$ cat src/rtl/css_pkg.sv
// Package for the clocked step sequencer: item structs, request, register and motion codes,
// the LFSR constants and the sequencer state type.
// It has no dependencies; every module of the block imports it.
package css_pkg;

    localparam int REQ_W   = 2;
    localparam int IDX_W   = 6;
    localparam int VALUE_W = 16;
    localparam int DIV_W   = 5;
    localparam int LEN_W   = 7;
    localparam int MODE_W  = 2;
    localparam int CFG_IDX_W = 2;
    localparam int LFSR_W  = 16;
    localparam int MOD_CNT_W = 4;

    localparam logic [REQ_W-1:0] REQ_PULSE = 2'd0;
    localparam logic [REQ_W-1:0] REQ_WRITE = 2'd1;
    localparam logic [REQ_W-1:0] REQ_CLEAR = 2'd2;

    localparam logic [CFG_IDX_W-1:0] CFG_DIVISIONS = 2'd0;
    localparam logic [CFG_IDX_W-1:0] CFG_LENGTH    = 2'd1;
    localparam logic [CFG_IDX_W-1:0] CFG_MOTION    = 2'd2;

    localparam logic [MODE_W-1:0] MODE_FORWARD  = 2'd0;
    localparam logic [MODE_W-1:0] MODE_BACKWARD = 2'd1;
    localparam logic [MODE_W-1:0] MODE_RANDOM   = 2'd2;

    localparam logic [DIV_W-1:0]  DIV_RESET    = 5'd4;
    localparam logic [LEN_W-1:0]  LEN_RESET    = 7'd16;
    localparam logic [MODE_W-1:0] MODE_RESET   = MODE_FORWARD;

    localparam logic [LFSR_W-1:0] LFSR_SEED = 16'hACE1;
    localparam logic [LFSR_W-1:0] LFSR_MASK = 16'hB400;

    typedef struct packed {
        logic [REQ_W-1:0]   req_type;
        logic [IDX_W-1:0]   step_index;
        logic [VALUE_W-1:0] step_value;
    } css_in_t;

    typedef struct packed {
        logic [IDX_W-1:0]   out_position;
        logic [VALUE_W-1:0] out_value;
        logic               value_valid;
    } css_out_t;

    typedef enum logic [1:0] {
        ST_IDLE,
        ST_READ,
        ST_MOD_RAND,
        ST_MOD_WRAP
    } css_state_t;

endpackage

$ cat src/rtl/clocked_step_sequencer_top.sv
// Top level of the clocked step sequencer: step memory, pulse divider and position sequencer.
// Depends on css_pkg for the item structs, codes and state type.
//
// Write and clear items, and clock pulses that do not end a step, complete in the idle state. A
// pulse that ends a step reads the step memory, loads the result register as soon as it is
// free, and then wraps the new position through a one-bit-per-cycle remainder unit over a
// 16-bit dividend; in random motion it first reduces the LFSR value through the same unit.
// s_ready is low from the memory read until the wrap is done. The step memory needs no
// clearing pass: one valid flip-flop per entry, cleared at reset, makes an unwritten entry
// read as zero.
module clocked_step_sequencer_top
    import css_pkg::*;
#(
    parameter int MAX_STEPS          = 64,
    parameter int PULSES_PER_QUARTER = 24,
    parameter int VALUE_BITS         = 16
) (
    input  logic                 aclk,
    input  logic                 aresetn,
    input  logic                 cfg_wr_en,
    input  logic [CFG_IDX_W-1:0] cfg_index,
    input  logic [LEN_W-1:0]     cfg_wdata,
    input  logic                 s_valid,
    output logic                 s_ready,
    input  css_in_t              s_data,
    output logic                 m_valid,
    input  logic                 m_ready,
    output css_out_t             m_data
);

    localparam int PW = $clog2(MAX_STEPS);
    localparam int LW = $clog2(MAX_STEPS + 1);
    localparam int CW = $clog2(PULSES_PER_QUARTER + 1);
    localparam int SW = (VALUE_BITS < VALUE_W) ? VALUE_BITS : VALUE_W;
    localparam int IW = (PW > IDX_W) ? PW : IDX_W;
    localparam int NW = (LW > LEN_W) ? LW : LEN_W;
    localparam int DW = LFSR_W;
    localparam int DIV_N = 2 ** DIV_W;

    logic [DIV_W-1:0]  div_reg;
    logic [LEN_W-1:0]  len_reg;
    logic [MODE_W-1:0] mode_reg;

    css_state_t state_reg, state_next;
    logic [CW-1:0]        count_reg, count_next;
    logic [PW-1:0]        pos_reg, pos_next;
    logic [LFSR_W-1:0]    lfsr_reg, lfsr_next;
    logic [DW-1:0]        mod_div_reg, mod_div_next;
    logic [LW-1:0]        mod_rem_reg, mod_rem_next;
    logic [MOD_CNT_W-1:0] mod_cnt_reg, mod_cnt_next;
    logic                 m_valid_reg, m_valid_next;
    css_out_t             m_data_reg, m_data_next;

    logic [SW-1:0] store_mem [MAX_STEPS];
    logic          store_vld_reg [MAX_STEPS];
    logic [SW-1:0] rd_data_reg;
    logic          rd_vld_reg;

    logic          rd_en;
    logic          wr_en;
    logic [PW-1:0] wr_addr;
    logic [SW-1:0] wr_data;

    logic [CW-1:0]     thr_tab [DIV_N];
    logic [CW-1:0]     threshold;
    logic [NW-1:0]     len_ext;
    logic [LW-1:0]     act_len;
    logic [LW:0]       mod_try;
    logic [LW-1:0]     mod_rem_step;
    logic [LW-1:0]     addend;
    logic [CW-1:0]     count_inc;
    logic [LFSR_W-1:0] lfsr_step;
    logic [IW-1:0]     idx_ext;
    logic [IW-1:0]     pos_ext;
    logic              pos_ok;
    logic              s_fire;
    logic              out_free;

    for (genvar i = 0; i < DIV_N; i++) begin : g_thr
        localparam int D = (i == 0) ? 1 :
                           ((i > PULSES_PER_QUARTER) ? PULSES_PER_QUARTER : i);
        localparam int T = PULSES_PER_QUARTER / D;
        assign thr_tab[i] = CW'(T);
    end

    assign threshold = thr_tab[div_reg];
    assign s_ready   = (state_reg == ST_IDLE);
    assign s_fire    = s_valid && s_ready;
    assign out_free  = !m_valid_reg || m_ready;
    assign m_valid   = m_valid_reg;
    assign m_data    = m_data_reg;
    assign idx_ext   = IW'(s_data.step_index);
    assign pos_ext   = IW'(pos_reg);
    assign count_inc = count_reg + CW'(1);
    assign lfsr_step = (lfsr_reg >> 1) ^ (lfsr_reg[0] ? LFSR_MASK : '0);

    always_comb begin
        len_ext = NW'(len_reg);
        if (len_ext == '0) begin
            act_len = LW'(1);
        end else if (len_ext > NW'(MAX_STEPS)) begin
            act_len = LW'(MAX_STEPS);
        end else begin
            act_len = len_ext[LW-1:0];
        end
    end

    assign pos_ok  = (32'(pos_reg) < 32'(act_len));
    assign mod_try = {mod_rem_reg, mod_div_reg[DW-1]};

    always_comb begin
        if (mod_try >= {1'b0, act_len}) begin
            mod_rem_step = LW'(mod_try - {1'b0, act_len});
        end else begin
            mod_rem_step = mod_try[LW-1:0];
        end
    end

    always_comb begin
        case (mode_reg)
            MODE_BACKWARD: addend = act_len - LW'(1);
            default:       addend = LW'(1);
        endcase
    end

    always_comb begin
        state_next   = state_reg;
        count_next   = count_reg;
        pos_next     = pos_reg;
        lfsr_next    = lfsr_reg;
        mod_div_next = mod_div_reg;
        mod_rem_next = mod_rem_reg;
        mod_cnt_next = mod_cnt_reg;
        m_valid_next = m_valid_reg && !m_ready;
        m_data_next  = m_data_reg;
        rd_en        = 1'b0;
        wr_en        = 1'b0;
        wr_addr      = idx_ext[PW-1:0];
        wr_data      = (s_data.req_type == REQ_WRITE) ? s_data.step_value[SW-1:0] : '0;

        unique case (state_reg)
            ST_IDLE: begin
                if (s_fire) begin
                    case (s_data.req_type) inside
                        REQ_PULSE: begin
                            if (count_inc >= threshold) begin
                                count_next = '0;
                                rd_en      = 1'b1;
                                state_next = ST_READ;
                                if (mode_reg == MODE_RANDOM) begin
                                    lfsr_next = lfsr_step;
                                end
                            end else begin
                                count_next = count_inc;
                            end
                        end
                        REQ_WRITE, REQ_CLEAR: begin
                            wr_en = (32'(s_data.step_index) < MAX_STEPS);
                        end
                        default: begin
                        end
                    endcase
                end
            end
            ST_READ: begin
                if (out_free) begin
                    m_valid_next             = 1'b1;
                    m_data_next.out_position = pos_ext[IDX_W-1:0];
                    m_data_next.value_valid  = pos_ok;
                    m_data_next.out_value    = (pos_ok && rd_vld_reg) ?
                                               VALUE_W'(rd_data_reg) : '0;
                    mod_rem_next = '0;
                    mod_cnt_next = '0;
                    if (mode_reg == MODE_RANDOM) begin
                        mod_div_next = lfsr_reg;
                        state_next   = ST_MOD_RAND;
                    end else begin
                        mod_div_next = DW'(pos_reg) + DW'(addend);
                        state_next   = ST_MOD_WRAP;
                    end
                end
            end
            ST_MOD_RAND: begin
                mod_rem_next = mod_rem_step;
                mod_div_next = mod_div_reg << 1;
                mod_cnt_next = mod_cnt_reg + MOD_CNT_W'(1);
                if (mod_cnt_reg == '1) begin
                    mod_div_next = DW'(pos_reg) + DW'(mod_rem_step) + DW'(1);
                    mod_rem_next = '0;
                    state_next   = ST_MOD_WRAP;
                end
            end
            ST_MOD_WRAP: begin
                mod_rem_next = mod_rem_step;
                mod_div_next = mod_div_reg << 1;
                mod_cnt_next = mod_cnt_reg + MOD_CNT_W'(1);
                if (mod_cnt_reg == '1) begin
                    pos_next   = mod_rem_step[PW-1:0];
                    state_next = ST_IDLE;
                end
            end
            default: begin
                state_next = ST_IDLE;
            end
        endcase
    end

    always_ff @(posedge aclk) begin
        if (!aresetn) begin
            div_reg     <= DIV_RESET;
            len_reg     <= LEN_RESET;
            mode_reg    <= MODE_RESET;
            state_reg   <= ST_IDLE;
            count_reg   <= '0;
            pos_reg     <= '0;
            lfsr_reg    <= LFSR_SEED;
            m_valid_reg <= 1'b0;
        end else begin
            if (cfg_wr_en) begin
                unique case (cfg_index)
                    CFG_DIVISIONS: div_reg  <= cfg_wdata[DIV_W-1:0];
                    CFG_LENGTH:    len_reg  <= cfg_wdata;
                    CFG_MOTION:    mode_reg <= cfg_wdata[MODE_W-1:0];
                    default: begin
                    end
                endcase
            end
            state_reg   <= state_next;
            count_reg   <= count_next;
            pos_reg     <= pos_next;
            lfsr_reg    <= lfsr_next;
            m_valid_reg <= m_valid_next;
        end
    end

    always_ff @(posedge aclk) begin
        mod_div_reg <= mod_div_next;
        mod_rem_reg <= mod_rem_next;
        mod_cnt_reg <= mod_cnt_next;
        m_data_reg  <= m_data_next;
    end

    always_ff @(posedge aclk) begin
        if (wr_en) begin
            store_mem[wr_addr] <= wr_data;
        end
        if (rd_en) begin
            rd_data_reg <= store_mem[pos_reg];
        end
    end

    always_ff @(posedge aclk) begin
        if (!aresetn) begin
            for (int i = 0; i < MAX_STEPS; i++) begin
                store_vld_reg[i] <= 1'b0;
            end
            rd_vld_reg <= 1'b0;
        end else begin
            if (wr_en) begin
                store_vld_reg[wr_addr] <= 1'b1;
            end
            if (rd_en) begin
                rd_vld_reg <= store_vld_reg[pos_reg];
            end
        end
    end

endmodule

$ cat config.mk
export PLATFORM = sky130hd
export DESIGN_NAME = clocked_step_sequencer_top
export DESIGN_NICKNAME = d
export VERILOG_FILES = /design/src/rtl/css_pkg.sv /design/src/rtl/clocked_step_sequencer_top.sv
export SDC_FILE = /design/constraint.sdc
export NUM_CORES = 1
export LEC_CHECK = 0
export ABC_AREA = 1
export BUFFER_PORTS_ARGS = -buffer_cell sky130_fd_sc_hd__buf_4
export CAP_MARGIN = 5
export CORE_MARGIN = 4
export CORE_UTILIZATION = 45
export CTS_CLUSTER_DIAMETER = 200
export CTS_CLUSTER_SIZE = 10
export DETAILED_ROUTE_END_ITERATION = 8
export GPL_TIMING_DRIVEN = 0
export SYNTH_ARGS = -nofsm -noshare
export SYNTH_HDL_FRONTEND = slang
export SYNTH_SLANG_ARGS = --single-unit
$ cat constraint.sdc
create_clock -name aclk -period 7.72 [get_ports aclk]
set_clock_uncertainty 0.15 [all_clocks]
set_input_delay 1.158 -clock aclk [delete_from_list [all_inputs] [get_ports aclk]]
set_output_delay 1.158 -clock aclk [all_outputs]
set_load 0.02 [all_outputs]
==> impl_metrics.tcl <==
set metrics [dict create \
    r2r_start "len_ext[4]" \
    fin_crit_sh_pct 57.9 \
    rsz0062_at_grt "no" \
    first_global_vias 32975 \
    period_needed_ps 4470 \
    grt_pass1_wl_um 234000 \
    critPathLaunch "len_ext[4]" \
    cts_inserted_buffers 137 \
    clock_latency_ps 740 \
    yosysMostFrequentCell "edfxtp_1" \
    yosysUniqueCellTypes 39 \
    async_flop_share_pct 0 \
    worst_pin_slew_ps 1280 \
    maxCapViolCount 0 \
    path_class "flop to flop" \
    end_kind "flop" \
    fin_nets 4640 \
    fmax_mhz 224 \
    min-delay-start "mode_reg[1]" \
    fp.dieArea_um2 114000 \
    netlist_top_cells_area "edfxtp_1 (67%), nor2_1 (6.0%), nand2_1 (5.7%)" \
    layout.cell_area.non_filler_um2 56600 \
    core_um2 108000 \
    whs_path_depth 2 \
    cts_tree "done" \
    ys_warn_count 0 \
    wl_per_cell_um 27.4 \
    die_y_um 338 \
    reg2regPathDepth 20 \
    synth_top_area_share_pct 66.7 \
    synth.avg_cell_area_um2 11.4 \
    largest_reg_flops 1024 \
    dr.pass1.iters 6 \
    multiInputGateArea_um2 12700 \
    status "completed" \
    place_hpwl_um 111000 \
    place_area_um2 52800 \
    ctsHtreeMaxLevel 4 \
    wl_met1_um 67100 \
    slew_violations 0 \
    vias_per_cell 5.93 \
    synth.largest_area_cell "edfxtp_1" \
    synth_flop_cell "edfxtp_1" \
    vias 35674 \
    grt-ovfl-total 0 \
    syn-num-nets 4366 \
    grt_use_total_pct 28.1 \
    cts-resized-gates 0 \
    drive_gt1_share_pct 10.1 \
    drt_iter0_markers 5423 \
    wl_met3_um 16900 \
    clkTransAtPathRegs_ps 50 \
    post_cts_buffers 0 \
    cts_max_path_buffers 3 \
    regArea_um2 34900 \
    netlist_area_um2 49100 \
    setup_viol 0 \
    worst_slew_margin_rel_pct 14.7 \
    p_leak_nw 20.1 \
    io_buffers 61 \
    hold_buffers 0 \
    fin_setup_tns_ps 0 \
    synth_edf_count 1090 \
    grt_max_degree 65 \
    place.gp.congestion 0.962 \
    synth-seq-area-share_pct 71.2 \
    wl_met2_um 73400 \
    row_count 120 \
    rr_endpoint "mod_div_reg[7]" \
    synth_common_cells "edfxtp_1 (1090), nor2_1 (778), nand2_1 (745)" \
    synth_cells 4284 \
    ir_worst_vdd_mv 0.179 \
    whs_endpoint "mode_reg[1]" \
    routed_wl_um 165000 \
    syn_to_final_growth_pct 15.4 \
    crit_fanout 10 \
    min_path_type "flop to flop" \
    required_ps 8030 \
    io_pins 63 \
    synth-seq-cells 1199 \
    cp-start-kind "flop" \
    drtAntennaViolNets 0 \
    hold_violations 0 \
    p_per_area_nw_per_um2 246 \
    antenna_found_initial 4 \
    numClockSinks 1199 \
    drcViolationCount 0 \
    arrival_ps 4790 \
    dieWidth_um 338 \
    nFillCells 9208 \
    cts_root_buf "clkbuf_16" \
    start_util_pct 45.6 \
    rrSetupSlack_ps 3250 \
    top_layer_used "met5" \
]
==> cells in the final DEF (no fill, tap or decap), types with 17 or more instances in the layout <==
cell and n:
nor2_2 57, o22ai_1 256, clkbuf_16 144, edfxtp_1 1090, nand3_1 184, buf_6 20, buf_8 48, buf_2 64
dfxtp_1 109, a21oi_1 47, inv_1 109, o21ai_0 531, nand2_1 745, nor2_1 717, buf_1 17, ha_1 41
buf_4 73, o21ai_1 36, clkbuf_1 186
==> where the power goes <==
part	leakage [nW]	switching (mW)	total [mW]	internal [mW]
Sequential	10.8	0.0497	7.27	7.22
Combinational	7.44	0.599	0.846	0.247
Clock	1.86	2.46	5.82	3.35
Total	20.1	3.11	13.9	10.8
==> how the worst max path moves through the flow <==
stage | to | slack (ps) | cells after the start
final | mod_div_reg[7] | 3250 | 20
after global routing | mod_div_reg[7] | 2880 | 20
after CTS | mod_div_reg[7] | 3290 | 20
after detailed placement | mod_div_reg[7] | 3320 | 20
after global placement | store_mem[37][1] | 1880 | 7
after floorplan | store_mem[37][0] | 3660 | 6
==> kinds of logic (layout without fill, tap and decap cells) <==
family	after synthesis	after routing	share of synthesized area, %
simple gates	1739	1739	13.9
flops	1199	1199	71.2
compound gates	903	903	10.1
buf+inv	386	709	3.44
fa+ha+maj	44	44	1.17
xor+xnor	11	11	0.196
mux	2	2	0.0408
other cells	0	1	0
==> per-layer routing <==
layer | vias to the layer above | track usage (%)
met3 | 368 | 5.23
met1 | 17554 | 39.9
met2 | 2019 | 42.9
li1 | 15731 | -
met4 | 2 | 11.6
met5 | - | 0
==> stage by stage <==
step	utilization (%)	power [mW]	instances	hold WS (ps)	worst slack [ps]
floorplan	-	7.90	4284	279	3660
global placement	47.6	8.20	5748	298	1880
detailed placement	49.0	8.24	5822	305	3320
CTS	52.6	14.0	6010	317	3290
global route	52.6	14.4	6010	333	2880
finish	52.6	13.9	6011	313	3250
==> critical path, cell delays in order, from the launching register on <==
cell and delay (ps):
dfxtp_1 330, nor2_1 160, nand2_1 80, o21ai_2 280, ha_1 200, inv_1 70
fa_1 430, nand3_1 90, nand2_1 110, nand2_1 80, nand3_1 270, o21ai_0 660
ha_1 360, nand3_1 80, nand2_1 80, nand2_1 70, nand2_1 50, a21oi_1 170
nor2_1 70, o21ai_0 290, nand4_1 120
==> area by class of cell <==
| type | count | share of cell area [%] |
|---|---|---|
| sequential | 1199 | 61.7 |
| multi-input combinational | 2699 | 22.4 |
| clock buffer | 182 | 6.62 |
| tap | 1403 | 3.10 |
| timing repair buffer | 135 | 3.06 |
| buffer | 255 | 2.11 |
| inverter | 131 | 0.913 |
| clock inverter | 6 | 0.146 |
| antenna | 1 | 0.00442 |
(Power assumes the default switching activity.)
